==> src/rtl/ctpd_pkg.sv <==
// Shared types and constants for the CD-Text pack demultiplexer.
package ctpd_pkg;

   localparam int unsigned QUEUE_DEPTH_DEF = 4;

   localparam logic [7:0]  TYPE_TITLE        = 8'h80;
   localparam logic [7:0]  TYPE_PERFORMER    = 8'h81;
   localparam logic [6:0]  TRACK_MAX         = 7'h7F;
   localparam logic [6:0]  TRACK_COUNT_RESET = 7'd99;
   localparam logic [16:0] HEADER_LEN        = 17'd4;
   localparam logic [4:0]  PACK_LAST_OFF     = 5'd17;
   localparam logic [4:0]  PAYLOAD_FIRST_OFF = 5'd4;
   localparam logic [4:0]  PAYLOAD_LAST_OFF  = 5'd15;
   localparam logic [17:0] PACK_TAIL         = 18'd17;

   localparam logic [2:0]  CSR_ADDR_TRACK_COUNT = 3'd0;

   // Work passed from the front end to the back end.
   typedef enum logic [1:0] {
      OP_RESTART = 2'd0,
      OP_LOAD    = 2'd1,
      OP_PAYLOAD = 2'd2,
      OP_DONE    = 2'd3
   } op_kind_type;

   typedef struct packed {
      op_kind_type kind;
      logic        perf;
      logic [7:0]  data;
   } op_type;

   typedef enum logic [1:0] {
      EV_CHAR = 2'd0,
      EV_EOS  = 2'd1,
      EV_DONE = 2'd2
   } ev_kind_type;

endpackage

==> src/rtl/ctpd_front.sv <==
// Front end: tracks response framing and classifies each byte into back-end work.
module ctpd_front import ctpd_pkg::*; (
   input  logic       clock,
   input  logic       reset,
   input  logic       take,
   input  logic [7:0] resp_byte,
   input  logic       resp_first,
   output logic       push,
   output op_type     op
);

   typedef enum logic [1:0] {
      CLS_NONE  = 2'd0,
      CLS_TITLE = 2'd1,
      CLS_PERF  = 2'd2
   } cls_type;

   logic        active_ff, active_in;
   logic [16:0] idx_ff, idx_in;
   logic [15:0] len_ff, len_in;
   logic [4:0]  off_ff, off_in;
   cls_type     cls_ff, cls_in;

   logic [15:0] len_now;
   logic        done_hit;
   logic        in_range;

   always_comb begin
      len_now   = (idx_ff == 17'd1) ? {len_ff[15:8], resp_byte} : len_ff;
      done_hit  = (idx_ff == ({1'b0, len_now} + 17'd1));
      in_range  = (({1'b0, idx_ff} + PACK_TAIL) <= ({2'b00, len_now} + 18'd1));

      active_in = active_ff;
      idx_in    = idx_ff;
      len_in    = len_ff;
      off_in    = off_ff;
      cls_in    = cls_ff;
      push      = 1'b0;
      op.kind   = OP_RESTART;
      op.perf   = (cls_ff == CLS_PERF);
      op.data   = resp_byte;

      if (take) begin
         if (resp_first) begin
            // byte 0 of a new response: high length byte, clear all parse state
            active_in = 1'b1;
            idx_in    = 17'd1;
            len_in    = {resp_byte, 8'h00};
            off_in    = '0;
            cls_in    = CLS_NONE;
            push      = 1'b1;
            op.kind   = OP_RESTART;
         end else if (active_ff) begin
            len_in = len_now;
            if (done_hit) begin
               active_in = 1'b0;
               push      = 1'b1;
               op.kind   = OP_DONE;
            end else begin
               idx_in = idx_ff + 17'd1;
               if (idx_ff >= HEADER_LEN) begin
                  off_in = (off_ff == PACK_LAST_OFF) ? 5'd0 : off_ff + 5'd1;
                  if (off_ff == 5'd0) begin
                     priority if (!in_range)                 cls_in = CLS_NONE;
                     else if (resp_byte == TYPE_TITLE)      cls_in = CLS_TITLE;
                     else if (resp_byte == TYPE_PERFORMER)  cls_in = CLS_PERF;
                     else                                    cls_in = CLS_NONE;
                  end else if (cls_ff != CLS_NONE) begin
                     if (off_ff == 5'd1) begin
                        push    = 1'b1;
                        op.kind = OP_LOAD;
                     end else if (off_ff >= PAYLOAD_FIRST_OFF &&
                                  off_ff <= PAYLOAD_LAST_OFF) begin
                        push    = 1'b1;
                        op.kind = OP_PAYLOAD;
                     end
                  end
               end
            end
         end
      end
   end

   always_ff @(posedge clock) begin
      if (reset) begin
         active_ff <= 1'b0;
         idx_ff    <= '0;
         len_ff    <= '0;
         off_ff    <= '0;
         cls_ff    <= CLS_NONE;
      end else begin
         active_ff <= active_in;
         idx_ff    <= idx_in;
         len_ff    <= len_in;
         off_ff    <= off_in;
         cls_ff    <= cls_in;
      end
   end

endmodule

==> src/rtl/ctpd_queue.sv <==
// Short work queue between the front end and the back end.
module ctpd_queue import ctpd_pkg::*; #(
   parameter int unsigned DEPTH = QUEUE_DEPTH_DEF
) (
   input  logic   clock,
   input  logic   reset,
   input  logic   push,
   input  op_type push_op,
   input  logic   pop,
   output op_type head_op,
   output logic   empty,
   output logic   full
);

   localparam int unsigned PTR_W = (DEPTH > 1) ? $clog2(DEPTH) : 1;
   localparam int unsigned CNT_W = $clog2(DEPTH + 1);
   localparam logic [PTR_W-1:0] LAST_PTR = PTR_W'(DEPTH - 1);
   localparam logic [CNT_W-1:0] FULL_CNT = CNT_W'(DEPTH);

   op_type            slot_ff [DEPTH];
   logic [PTR_W-1:0]  wr_ptr_ff, wr_ptr_in;
   logic [PTR_W-1:0]  rd_ptr_ff, rd_ptr_in;
   logic [CNT_W-1:0]  cnt_ff, cnt_in;

   assign empty   = (cnt_ff == '0);
   assign full    = (cnt_ff == FULL_CNT);
   assign head_op = slot_ff[rd_ptr_ff];

   always_comb begin
      wr_ptr_in = wr_ptr_ff;
      rd_ptr_in = rd_ptr_ff;
      cnt_in    = cnt_ff;
      if (push) wr_ptr_in = (wr_ptr_ff == LAST_PTR) ? '0 : wr_ptr_ff + 1'b1;
      if (pop)  rd_ptr_in = (rd_ptr_ff == LAST_PTR) ? '0 : rd_ptr_ff + 1'b1;
      unique case ({push, pop})
         2'b10:   cnt_in = cnt_ff + 1'b1;
         2'b01:   cnt_in = cnt_ff - 1'b1;
         default: cnt_in = cnt_ff;
      endcase
   end

   always_ff @(posedge clock) begin
      if (push) slot_ff[wr_ptr_ff] <= push_op;
   end

   always_ff @(posedge clock) begin
      if (reset) begin
         wr_ptr_ff <= '0;
         rd_ptr_ff <= '0;
         cnt_ff    <= '0;
      end else begin
         wr_ptr_ff <= wr_ptr_in;
         rd_ptr_ff <= rd_ptr_in;
         cnt_ff    <= cnt_in;
      end
   end

   a_no_overflow: assert property (@(posedge clock) disable iff (reset)
      full |-> !push)
      else $error("work queue written while full");

   a_no_underflow: assert property (@(posedge clock) disable iff (reset)
      empty |-> !pop)
      else $error("work queue read while empty");

   a_count_bound: assert property (@(posedge clock) disable iff (reset)
      cnt_ff <= FULL_CNT)
      else $error("work queue count out of range");

   a_count_step: assert property (@(posedge clock) disable iff (reset)
      (push && !pop) |=> (cnt_ff == $past(cnt_ff) + 1'b1))
      else $error("work queue count missed a write");

endmodule

==> src/rtl/ctpd_back.sv <==
// Back end: per-type track counters, filtering and the result register.
module ctpd_back import ctpd_pkg::*; (
   input  logic       clock,
   input  logic       reset,
   input  logic [6:0] track_count,
   input  op_type     head_op,
   input  logic       empty,
   output logic       pop,
   input  logic       rsp_stall,
   output logic       rsp_valid,
   output logic [1:0] rsp_event_kind,
   output logic       rsp_text_kind,
   output logic [6:0] rsp_track_number,
   output logic [7:0] rsp_text_char,
   output logic       rsp_album_text_found
);

   logic [6:0] t_ctr_ff, t_ctr_in;
   logic [6:0] p_ctr_ff, p_ctr_in;
   logic       t_started_ff, t_started_in;
   logic       p_started_ff, p_started_in;
   logic       album_ff, album_in;

   logic       valid_ff, valid_in;
   logic [1:0] kind_ff, kind_in;
   logic       tk_ff, tk_in;
   logic [6:0] trk_ff, trk_in;
   logic [7:0] char_ff, char_in;
   logic       found_ff, found_in;

   logic       emit;
   logic [6:0] ctr;
   logic       started;
   logic       keep;
   logic [6:0] ctr_next;
   logic       started_next;

   assign pop = !empty && (!valid_ff || !rsp_stall);

   always_comb begin
      ctr          = head_op.perf ? p_ctr_ff : t_ctr_ff;
      started      = head_op.perf ? p_started_ff : t_started_ff;
      keep         = (ctr <= track_count);
      ctr_next     = ctr;
      started_next = started;

      t_ctr_in     = t_ctr_ff;
      p_ctr_in     = p_ctr_ff;
      t_started_in = t_started_ff;
      p_started_in = p_started_ff;
      album_in     = album_ff;

      emit     = 1'b0;
      kind_in  = kind_ff;
      tk_in    = tk_ff;
      trk_in   = trk_ff;
      char_in  = char_ff;
      found_in = found_ff;

      if (pop) begin
         unique case (head_op.kind)
            OP_RESTART: begin
               t_ctr_in     = '0;
               p_ctr_in     = '0;
               t_started_in = 1'b0;
               p_started_in = 1'b0;
               album_in     = 1'b0;
            end
            OP_LOAD: begin
               // only the first pack of a type sets its counter
               if (!started) begin
                  ctr_next     = head_op.data[6:0];
                  started_next = 1'b1;
               end
            end
            OP_PAYLOAD: begin
               emit     = keep;
               tk_in    = head_op.perf;
               trk_in   = ctr;
               found_in = 1'b0;
               if (head_op.data != 8'h00) begin
                  if (ctr == 7'd0) album_in = 1'b1;
                  kind_in = EV_CHAR;
                  char_in = head_op.data;
               end else begin
                  kind_in = EV_EOS;
                  char_in = 8'h00;
                  if (ctr != TRACK_MAX) ctr_next = ctr + 7'd1;
               end
            end
            OP_DONE: begin
               emit     = 1'b1;
               kind_in  = EV_DONE;
               tk_in    = 1'b0;
               trk_in   = '0;
               char_in  = 8'h00;
               found_in = album_ff;
            end
            default: ;
         endcase
         if (head_op.kind == OP_LOAD || head_op.kind == OP_PAYLOAD) begin
            if (head_op.perf) begin
               p_ctr_in     = ctr_next;
               p_started_in = started_next;
            end else begin
               t_ctr_in     = ctr_next;
               t_started_in = started_next;
            end
         end
      end

      valid_in = pop ? emit : (valid_ff && rsp_stall);
   end

   always_ff @(posedge clock) begin
      if (reset) begin
         t_ctr_ff     <= '0;
         p_ctr_ff     <= '0;
         t_started_ff <= 1'b0;
         p_started_ff <= 1'b0;
         album_ff     <= 1'b0;
         valid_ff     <= 1'b0;
      end else begin
         t_ctr_ff     <= t_ctr_in;
         p_ctr_ff     <= p_ctr_in;
         t_started_ff <= t_started_in;
         p_started_ff <= p_started_in;
         album_ff     <= album_in;
         valid_ff     <= valid_in;
      end
   end

   // hold the payload unless a new beat is loaded
   always_ff @(posedge clock) begin
      if (pop && emit) begin
         kind_ff  <= kind_in;
         tk_ff    <= tk_in;
         trk_ff   <= trk_in;
         char_ff  <= char_in;
         found_ff <= found_in;
      end
   end

   assign rsp_valid            = valid_ff;
   assign rsp_event_kind       = kind_ff;
   assign rsp_text_kind        = tk_ff;
   assign rsp_track_number     = trk_ff;
   assign rsp_text_char        = char_ff;
   assign rsp_album_text_found = found_ff;

   a_pop_only_when_free: assert property (@(posedge clock) disable iff (reset)
      pop |-> (!valid_ff || !rsp_stall))
      else $error("work taken while result register is blocked");

   a_counter_saturates: assert property (@(posedge clock) disable iff (reset)
      ($past(t_ctr_ff) == TRACK_MAX && !($past(pop) && $past(head_op.kind) == OP_RESTART))
      |-> (t_ctr_ff == TRACK_MAX))
      else $error("title counter wrapped past its maximum");

   a_done_clean: assert property (@(posedge clock) disable iff (reset)
      (valid_ff && kind_ff == EV_DONE) |-> (trk_ff == 7'd0 && char_ff == 8'h00 && !tk_ff))
      else $error("completion beat carries text fields");

endmodule

==> src/rtl/cd_text_pack_demux.sv <==
// Top level of the CD-Text pack demultiplexer: register port, front end, queue, back end.
//
//  channel  dir   handshake                fields
//  req      in    req_valid / req_stall    req_resp_byte, req_resp_first
//  rsp      out   rsp_valid / rsp_stall    rsp_event_kind, rsp_text_kind, rsp_track_number,
//                                          rsp_text_char, rsp_album_text_found
//  csr      in    APB write/read           track_count at byte address 0
//
// One byte is accepted per cycle while req_stall is low. The front end classifies it
// combinationally; the op is registered in the queue, then in the back-end result register.
// The back end sets throughput: one queued op per cycle while its result is not stalled.
// Synchronous reset clears framing, counters and the queue; track_count returns to 99.
// req_stall rises only when the work queue is full; it fills while rsp_stall holds a result.
module cd_text_pack_demux import ctpd_pkg::*; #(
   parameter int unsigned QUEUE_DEPTH = QUEUE_DEPTH_DEF
) (
   input  logic        clock,
   input  logic        reset,
   input  logic        req_valid,
   output logic        req_stall,
   input  logic [7:0]  req_resp_byte,
   input  logic        req_resp_first,
   output logic        rsp_valid,
   input  logic        rsp_stall,
   output logic [1:0]  rsp_event_kind,
   output logic        rsp_text_kind,
   output logic [6:0]  rsp_track_number,
   output logic [7:0]  rsp_text_char,
   output logic        rsp_album_text_found,
   input  logic        csr_psel,
   input  logic        csr_penable,
   input  logic        csr_pwrite,
   input  logic [2:0]  csr_paddr,
   input  logic [31:0] csr_pwdata,
   output logic [31:0] csr_prdata,
   output logic        csr_pready
);

   logic [6:0] track_count_ff, track_count_in;
   logic       csr_wr;
   logic       take;
   logic       push;
   op_type     push_op;
   op_type     head_op;
   logic       q_empty;
   logic       q_full;
   logic       pop;

   assign csr_pready = 1'b1;
   assign csr_wr     = csr_psel && csr_penable && csr_pwrite && csr_pready;

   always_comb begin
      track_count_in = track_count_ff;
      if (csr_wr && csr_paddr[2] == CSR_ADDR_TRACK_COUNT[2]) begin
         track_count_in = csr_pwdata[6:0];
      end
      csr_prdata = (csr_paddr[2] == CSR_ADDR_TRACK_COUNT[2]) ?
                   {25'd0, track_count_ff} : 32'd0;
   end

   always_ff @(posedge clock) begin
      if (reset) begin
         track_count_ff <= TRACK_COUNT_RESET;
      end else begin
         track_count_ff <= track_count_in;
      end
   end

   assign req_stall = q_full;
   assign take      = req_valid && !req_stall;

   ctpd_front u_front (
      .clock      (clock),
      .reset      (reset),
      .take       (take),
      .resp_byte  (req_resp_byte),
      .resp_first (req_resp_first),
      .push       (push),
      .op         (push_op)
   );

   ctpd_queue #(
      .DEPTH (QUEUE_DEPTH)
   ) u_queue (
      .clock   (clock),
      .reset   (reset),
      .push    (push),
      .push_op (push_op),
      .pop     (pop),
      .head_op (head_op),
      .empty   (q_empty),
      .full    (q_full)
   );

   ctpd_back u_back (
      .clock                (clock),
      .reset                (reset),
      .track_count          (track_count_ff),
      .head_op              (head_op),
      .empty                (q_empty),
      .pop                  (pop),
      .rsp_stall            (rsp_stall),
      .rsp_valid            (rsp_valid),
      .rsp_event_kind       (rsp_event_kind),
      .rsp_text_kind        (rsp_text_kind),
      .rsp_track_number     (rsp_track_number),
      .rsp_text_char        (rsp_text_char),
      .rsp_album_text_found (rsp_album_text_found)
   );

endmodule
==> config.mk <==
export PLATFORM = sky130hd
export DESIGN_NAME = cd_text_pack_demux
export DESIGN_NICKNAME = d
export VERILOG_FILES = /design/src/rtl/ctpd_pkg.sv /design/src/rtl/ctpd_front.sv /design/src/rtl/ctpd_queue.sv /design/src/rtl/ctpd_back.sv /design/src/rtl/cd_text_pack_demux.sv
export SDC_FILE = /design/constraint.sdc
export NUM_CORES = 1
export LEC_CHECK = 0
export ABC_AREA = 1
export BUFFER_PORTS_ARGS = -buffer_cell sky130_fd_sc_hd__buf_2
export CAP_MARGIN = 5
export CORE_UTILIZATION = 43
export CTS_CLUSTER_SIZE = 16
export DETAILED_ROUTE_END_ITERATION = 16
export MAX_ROUTING_LAYER = met4
export PLACE_DENSITY = 0.67
export SLEW_MARGIN = 20
export SYNTH_ARGS = -nofsm -noshare
export SYNTH_HDL_FRONTEND = slang
export SYNTH_HIERARCHICAL = 1
export SYNTH_SLANG_ARGS = --single-unit
==> constraint.sdc <==
create_clock -name clock -period 5.35 [get_ports clock]
set_clock_uncertainty 0.15 [all_clocks]
set_input_delay 0.2675 -clock clock [delete_from_list [all_inputs] [get_ports clock]]
set_output_delay 0.2675 -clock clock [all_outputs]
set_load 0.05 [all_outputs]
---- Word level (Yosys, flattened, before mapping) ----
Memory sizes are Yosys's and may differ from the RTL's. A register that Yosys moved wholly into a read port is not among the register bits.
Index checks and enable logic that the tools add are counted.
operators by class
  add/sub/neg operators ................... 10
  reductions and logical operators ........ 32
  order comparisons ....................... 5
  multiplexer cells ....................... 80
  equal/unequal tests ..................... 19
  bitwise operators ....................... 1
operators with widths
  operator                                              number
  two-way mux 7 bit                                     11
  two-way mux 17 bit                                    3
  two-way mux 2 bit                                     21
  adder 16 x 1 -> 17 bit, second input constant         2
  two-way mux 16 bit                                    2
  case mux 7 bit (2 select lines)                       2
  two-way mux 1 bit                                     27
  two-way mux 5 bit                                     5
  adder 17 x 5 -> 18 bit, second input constant         1
  less-or-equal comparator 18 bit                       1
  adder 17 x 1 -> 17 bit, second input constant         1
  == test 17 x 1 -> 1 bit, second input constant        1
  == test 17 bit                                        1
  >= comparator 17 x 3 -> 1 bit, second input constant  1
  == test 8 bit, second input constant                  2
  two-way mux 8 bit                                     2
  case mux 8 bit (2 select lines)                       1
  nonzero test 2 bit                                    7
  == test 2 bit, second input constant                  6
  logical AND 1 bit                                     8
  case mux 1 bit (2 select lines)                       4
  AND reduction 4 bit                                   2
  nonzero test 8 bit                                    1
  adder 7 x 1 -> 7 bit, second input constant           1
  26 further kinds                                      34
word-level totals
  logic and storage cells ................. 168
  RAM bits ................................ 44
  memories ................................ 1
  bits in registers ....................... 92
  output and inout bits ................... 54
  input bits .............................. 51
memories
  name             words  bits a word  rd ports  clocked after memory_dff  write ports  line              source
  u_queue.slot_ff  4      11           1         1                         1            ctpd_queue.sv:20  op_type slot_ff [DEPTH];

---- Longest topological paths before layout ----
  depth after elaboration ................. 13
  mapped depth ............................ 36
  depth with buffers taken out ............ 35

---- Modules after synthesis ----
Netlist, hierarchy kept.
by module, submodules not included
  module              cells an instance  area an instance (um2)  sequential area each (um2)  instances
  ctpd_front          667                4176.5                  820.8                       1
  ctpd_back           306                2331.0                  930.9                       1
  ctpd_queue          167                2090.8                  1501.4                      1
  cd_text_pack_demux  88                 616.8                   140.1                       1

---- Worst setup path before layout ----
OpenSTA, ideal clock, no wires.
  kind .................................... register -> register
  start point ............................. reg u_front.idx_ff[1]
  end point ............................... reg u_queue.cnt_ff[2]
  data required time ...................... 5.090 ns
  arrival ................................. 3.658 ns
  stages on the path, launching flop included .. 36
  buffers on the path ..................... 2
  setup slack ............................. 1.432 ns
  cell sequence ........................... dfxtp_1 > inv_1 > ha_1 > inv_1 > nor2_1 > nand2_1 > nor2_4 > nand2_4 > buf_6 > o21ai_2 > ha_1 > nand3_2 > nor2_4 > buf_6 > nand3_1 > nand2_1 > nand3_1 > nand2_1 > inv_2 > nand2_1 > nor2_4 > nand3_4 > o21a_1 > nand3_1 > nand2_1 > inv_1 > inv_2 > ha_1 > inv_1 > fa_1 > inv_1 > nand2_1 > nand3_1 > nand2_1 > inv_1 > nor2_1
between the ends
  longest elaborated chain between the ends .. 10
RTL lines
  element                                                                       line                      source
  start, declared                                                               ctpd_front.sv:19          logic [16:0] idx_ff, idx_in;
  start signal, assigned                                                        ctpd_front.sv:93          idx_ff <= idx_in;
  == test 17 x 1 -> 1 bit                                                       ctpd_front.sv:29          len_now = (idx_ff == 17'd1) ? {len_ff[15:8], resp_byte} : len_ff;
  two-way mux 8 bit                                                             ctpd_front.sv:29
  adder 16 x 1 -> 17 bit                                                        ctpd_front.sv:30          done_hit = (idx_ff == ({1'b0, len_now} + 17'd1));
  == test 17 bit                                                                ctpd_front.sv:30
  two-way mux 1 bit (*)                                                         ctpd_front.sv:55          if (done_hit) begin
  two-way mux 1 bit (*)                                                         ctpd_front.sv:53          end else if (active_ff) begin
  two-way mux 1 bit (*)                                                         ctpd_front.sv:44          if (resp_first) begin
  two-way mux 1 bit (*)                                                         ctpd_front.sv:43          if (take) begin
  net push                                                                      cd_text_pack_demux.sv:42  logic push;
  == test 2 x 1 -> 1 bit / == test 2 bit (equally long branches)                ctpd_queue.sv:35          unique case ({push, pop})
  case mux 3 bit (2 select lines) / nonzero test 2 bit (equally long branches)  --
  end signal, assigned                                                          ctpd_queue.sv:54          cnt_ff <= cnt_in;
  end, declared                                                                 ctpd_queue.sv:23          logic [CNT_W-1:0] cnt_ff, cnt_in;
Mark *: on every way through the listed nets, which the timed path passes. The rest lies on a longest branch.
A chain may end at the register's enable or synchronous reset.

---- Worst setup path in the final report ----
  start point ............................. reg u_front.idx_ff[0]
  end point ............................... reg u_queue.cnt_ff[2]
The elaborated chain is that of the path after synthesis.

==> metrics <==
# IOs ~110; Peak supply drop around 0.25 mV; Worst-Margin Slew 868 ps; # nets final roughly 1400; GRT overflow 0; CP Launch Type flop; CTS sink cnt about 140; r2r worst-path depth 32; mux cell area share after synthesis 0%; most used cell, CP nand2_1; Mapped Cells approximately 1200; hpwl dp about 16 mm; largest net degree at the start of global routing 34; P&R area growth vs syn 9.26%; main combinational cell family by area after synthesis simple AND/OR/NAND/NOR gates; CTS tree built; Yosys cell types 45; clock latency on the worst-skew pair around 430 ps; vias in the first global route a little over 7000; Post-Synth Simple-Gate Area slightly above 30%; RSZ-0062 raised after global routing false; CP Capture Type flop; pre-CTS WS between 500 and 600 ps; Max Fclk about 200 MHz; Post-Syn Area per Cell approximately 7.5 µm²; sequential area share after synthesis between 30% and 40%; full die area about 22000 µm²; final setup TNS 0 ps; layout cells sized above 1 14.4%; post-DR wirelength/cell 14.3 µm; path type of the worst min-delay path in -> reg; sum of buffers and inverters on the critical path 6; stages on the worst setup path 32; Hold Crit Depth 5; vias per std cell slightly above 5; Final ANT Viol Nets 0; CTS Buffer Depth 2; CTS H-tree depth 4; P_leak 4.43 nW; Final Cell Area between 10000 and 15000 µm²; Netlist Area Pre-Place 9220 µm²; cts bufs inserted 17; DP Area ~9400 µm²; CP Class reg -> reg; Max Cap Viol 0; Die Span Y between 100 and 150 µm; Final Cycle Share between 90% and 100%; Compound-Gate Fraction of Synth Area a little under an eighth; TritonRoute pass-1 iters 6; clk slew on worst S/H paths around 70 ps; final worst path period need ~4900 ps; Final Hold Fails 0; initial antenna violation count 0; slowest cell delay on critical path ~440 ps; xor-xnor portion of the synthesized cell area under 10%; slew margin rel. roughly two fifths; CP max stage cell dfxtp_1; WP data arrival 5030 ps; GP Congestion between 0.9 and 1; GRT Total Usage between 20% and 30%; CTS root buffer clkbuf_16; Adder-Cell Fraction of Synth Area roughly 6.2%; Crit Path Max Fanout 16; buffers added on ports 51; First DRT Iteration DRCs between 500 and 600; Initial Util 43.8%; Tot Pwr roughly 4.6 mW; Via Count about 8000; worst endpoint required time around 5500 ps; Top delay family on crit path simple AND/OR/NAND/NOR gates; #FFs+latches synth about 140; worst hold slack about 18 ps; power per cell area approximately 460 nW/µm²; status finished clean; Die W around 150 µm; dpl cells 1509; # resized after CTS 0; Core Footprint between 20000 and 25000 µm²; Routed WL around 22 mm; Final setup violation count 0; Final Worst Setup Slack around 490 ps; Finished Layout Cells ~1500; diodes inserted 0; # DRC 0; max-slew violation count 0; synth warn 6; fin util between 40% and 50%; first-pass GRT wire length 36.2 mm; # rows between 50 and 60
==> state kept, by name, summed over array words and instances (netlist names), 2 cells and up, named ones only <==
| name | flops |
|---|---|
| u_queue/slot_ff | 44 |
| u_front/idx_ff | 17 |
| u_front/len_ff | 16 |
| u_back/rsp_text_char | 8 |
| track_count_ff | 7 |
| u_back/p_ctr_ff | 7 |
| u_back/rsp_track_number | 7 |
| u_back/t_ctr_ff | 7 |
| u_front/off_ff | 5 |
| u_queue/cnt_ff | 3 |
| u_back/rsp_event_kind | 2 |
| u_front/cls_ff | 2 |
| u_queue/rd_ptr_ff | 2 |
| u_queue/wr_ptr_ff | 2 |
==> worst min-delay path: cells and delay by family <==
kind	cells	cell delay [ps]
buffers and inverters	2	110
AND/OR/NAND/NOR	3	180
==> worst paths after layout <==
path | start | endpoint | slack [ps]
worst max-delay path | u_front/idx_ff[0] | u_queue/cnt_ff[2] | 490
worst min-delay path | csr_pwdata[2] | track_count_ff[2] | 20
worst max register to register | u_front/idx_ff[0] | u_queue/cnt_ff[2] | 490
worst min register to register | u_front/len_ff[1] | u_front/len_ff[1] | 310
==> report_power, final <==
part	internal [mW]	switching, mW	total [mW]
Sequential	1.32	0.0981	1.42
Clock	0.667	0.522	1.19
Combinational	0.535	1.44	1.97
==> cell type report <==
cell class,instances,area (µm²)
Clock buffer,17,425
Clock inverter,15,169
Fill cell,2067,11000
Inverter,160,603
Multi-Input combinational cell,880,4760
Sequential cell,138,3390
Tap cell,275,344
Timing Repair Buffer,64,373
==> cell usage in the layout, fill, tap and decap left out, drive strengths merged <==
cell and instances:
dlygate4sd3 8, nand3b 4, nand2 283, nor3 18
buf 56, a21oi 95, dfxtp 75, xor2 17
xnor3 1, nand4 19, inv 169, fa 1
a21boi 1, clkbuf 17, nand3 117, or4 1
o211ai 4, a22oi 2, nor4 6, clkinv 4
ha 44, conb 26, edfxtp 63, nor2 150
o22ai 11, o21ai 70, o21bai 1, a31oi 2
bufinv 1, clkinvlp 1, o21a 4, a221oi 1
or2 2
==> repair_timing <==
action,in CTS,in global routing
buffers inserted,0,0
hold endpoints to repair,7,0
endpoints found under the setup margin,0,0
hold buffers,8,0
==> per-layer routing <==
metal	part of all wire, %	vias up	track usage, %
li1	-	4046	-
met2	47	237	34.4
met3	5.8	37	3.44
met5	0	-	-
met4	1.8	0	6.60
met1	46	3637	27.9
==> synth_stat cells (all sizes together) <==
cell | number | area [µm²]
o21ai | 70 | 362
ha | 44 | 551
o211ai | 4 | 30.0
edfxtp | 63 | 1890
or2 | 2 | 12.5
o21a | 4 | 30.0
inv | 158 | 596
dfxtp | 75 | 1500
a21oi | 95 | 521
xor2 | 17 | 149
clkbuf | 13 | 48.8
a21boi | 1 | 7.51
o21bai | 1 | 7.51
nand3b | 4 | 30.0
a31oi | 2 | 12.5
clkinv | 2 | 7.51
o22ai | 11 | 68.8
conb | 2 | 7.51
nor2 | 150 | 706
xnor3 | 1 | 22.5
or4 | 1 | 7.51
nand3 | 117 | 661
nor4 | 6 | 37.5
a221oi | 1 | 8.76
nor3 | 18 | 90.1
nand2 | 283 | 1190
a22oi | 2 | 15.0
fa | 1 | 20.0
nand4 | 19 | 125
buf | 61 | 499
==> logic make-up (layout without fill, tap and decap cells) <==
| logic type | Yosys count | in the layout |
|---|---|---|
| other | 2 | 26 |
| XOR/XNOR | 18 | 18 |
| buffers and inverters | 234 | 256 |
| AND/OR/NAND/NOR | 600 | 600 |
| flip-flops | 138 | 138 |
| adder cells (fa/ha/maj) | 45 | 45 |
| AO/OA/AOI/OAI | 191 | 191 |
(Power assumes the default switching activity.)
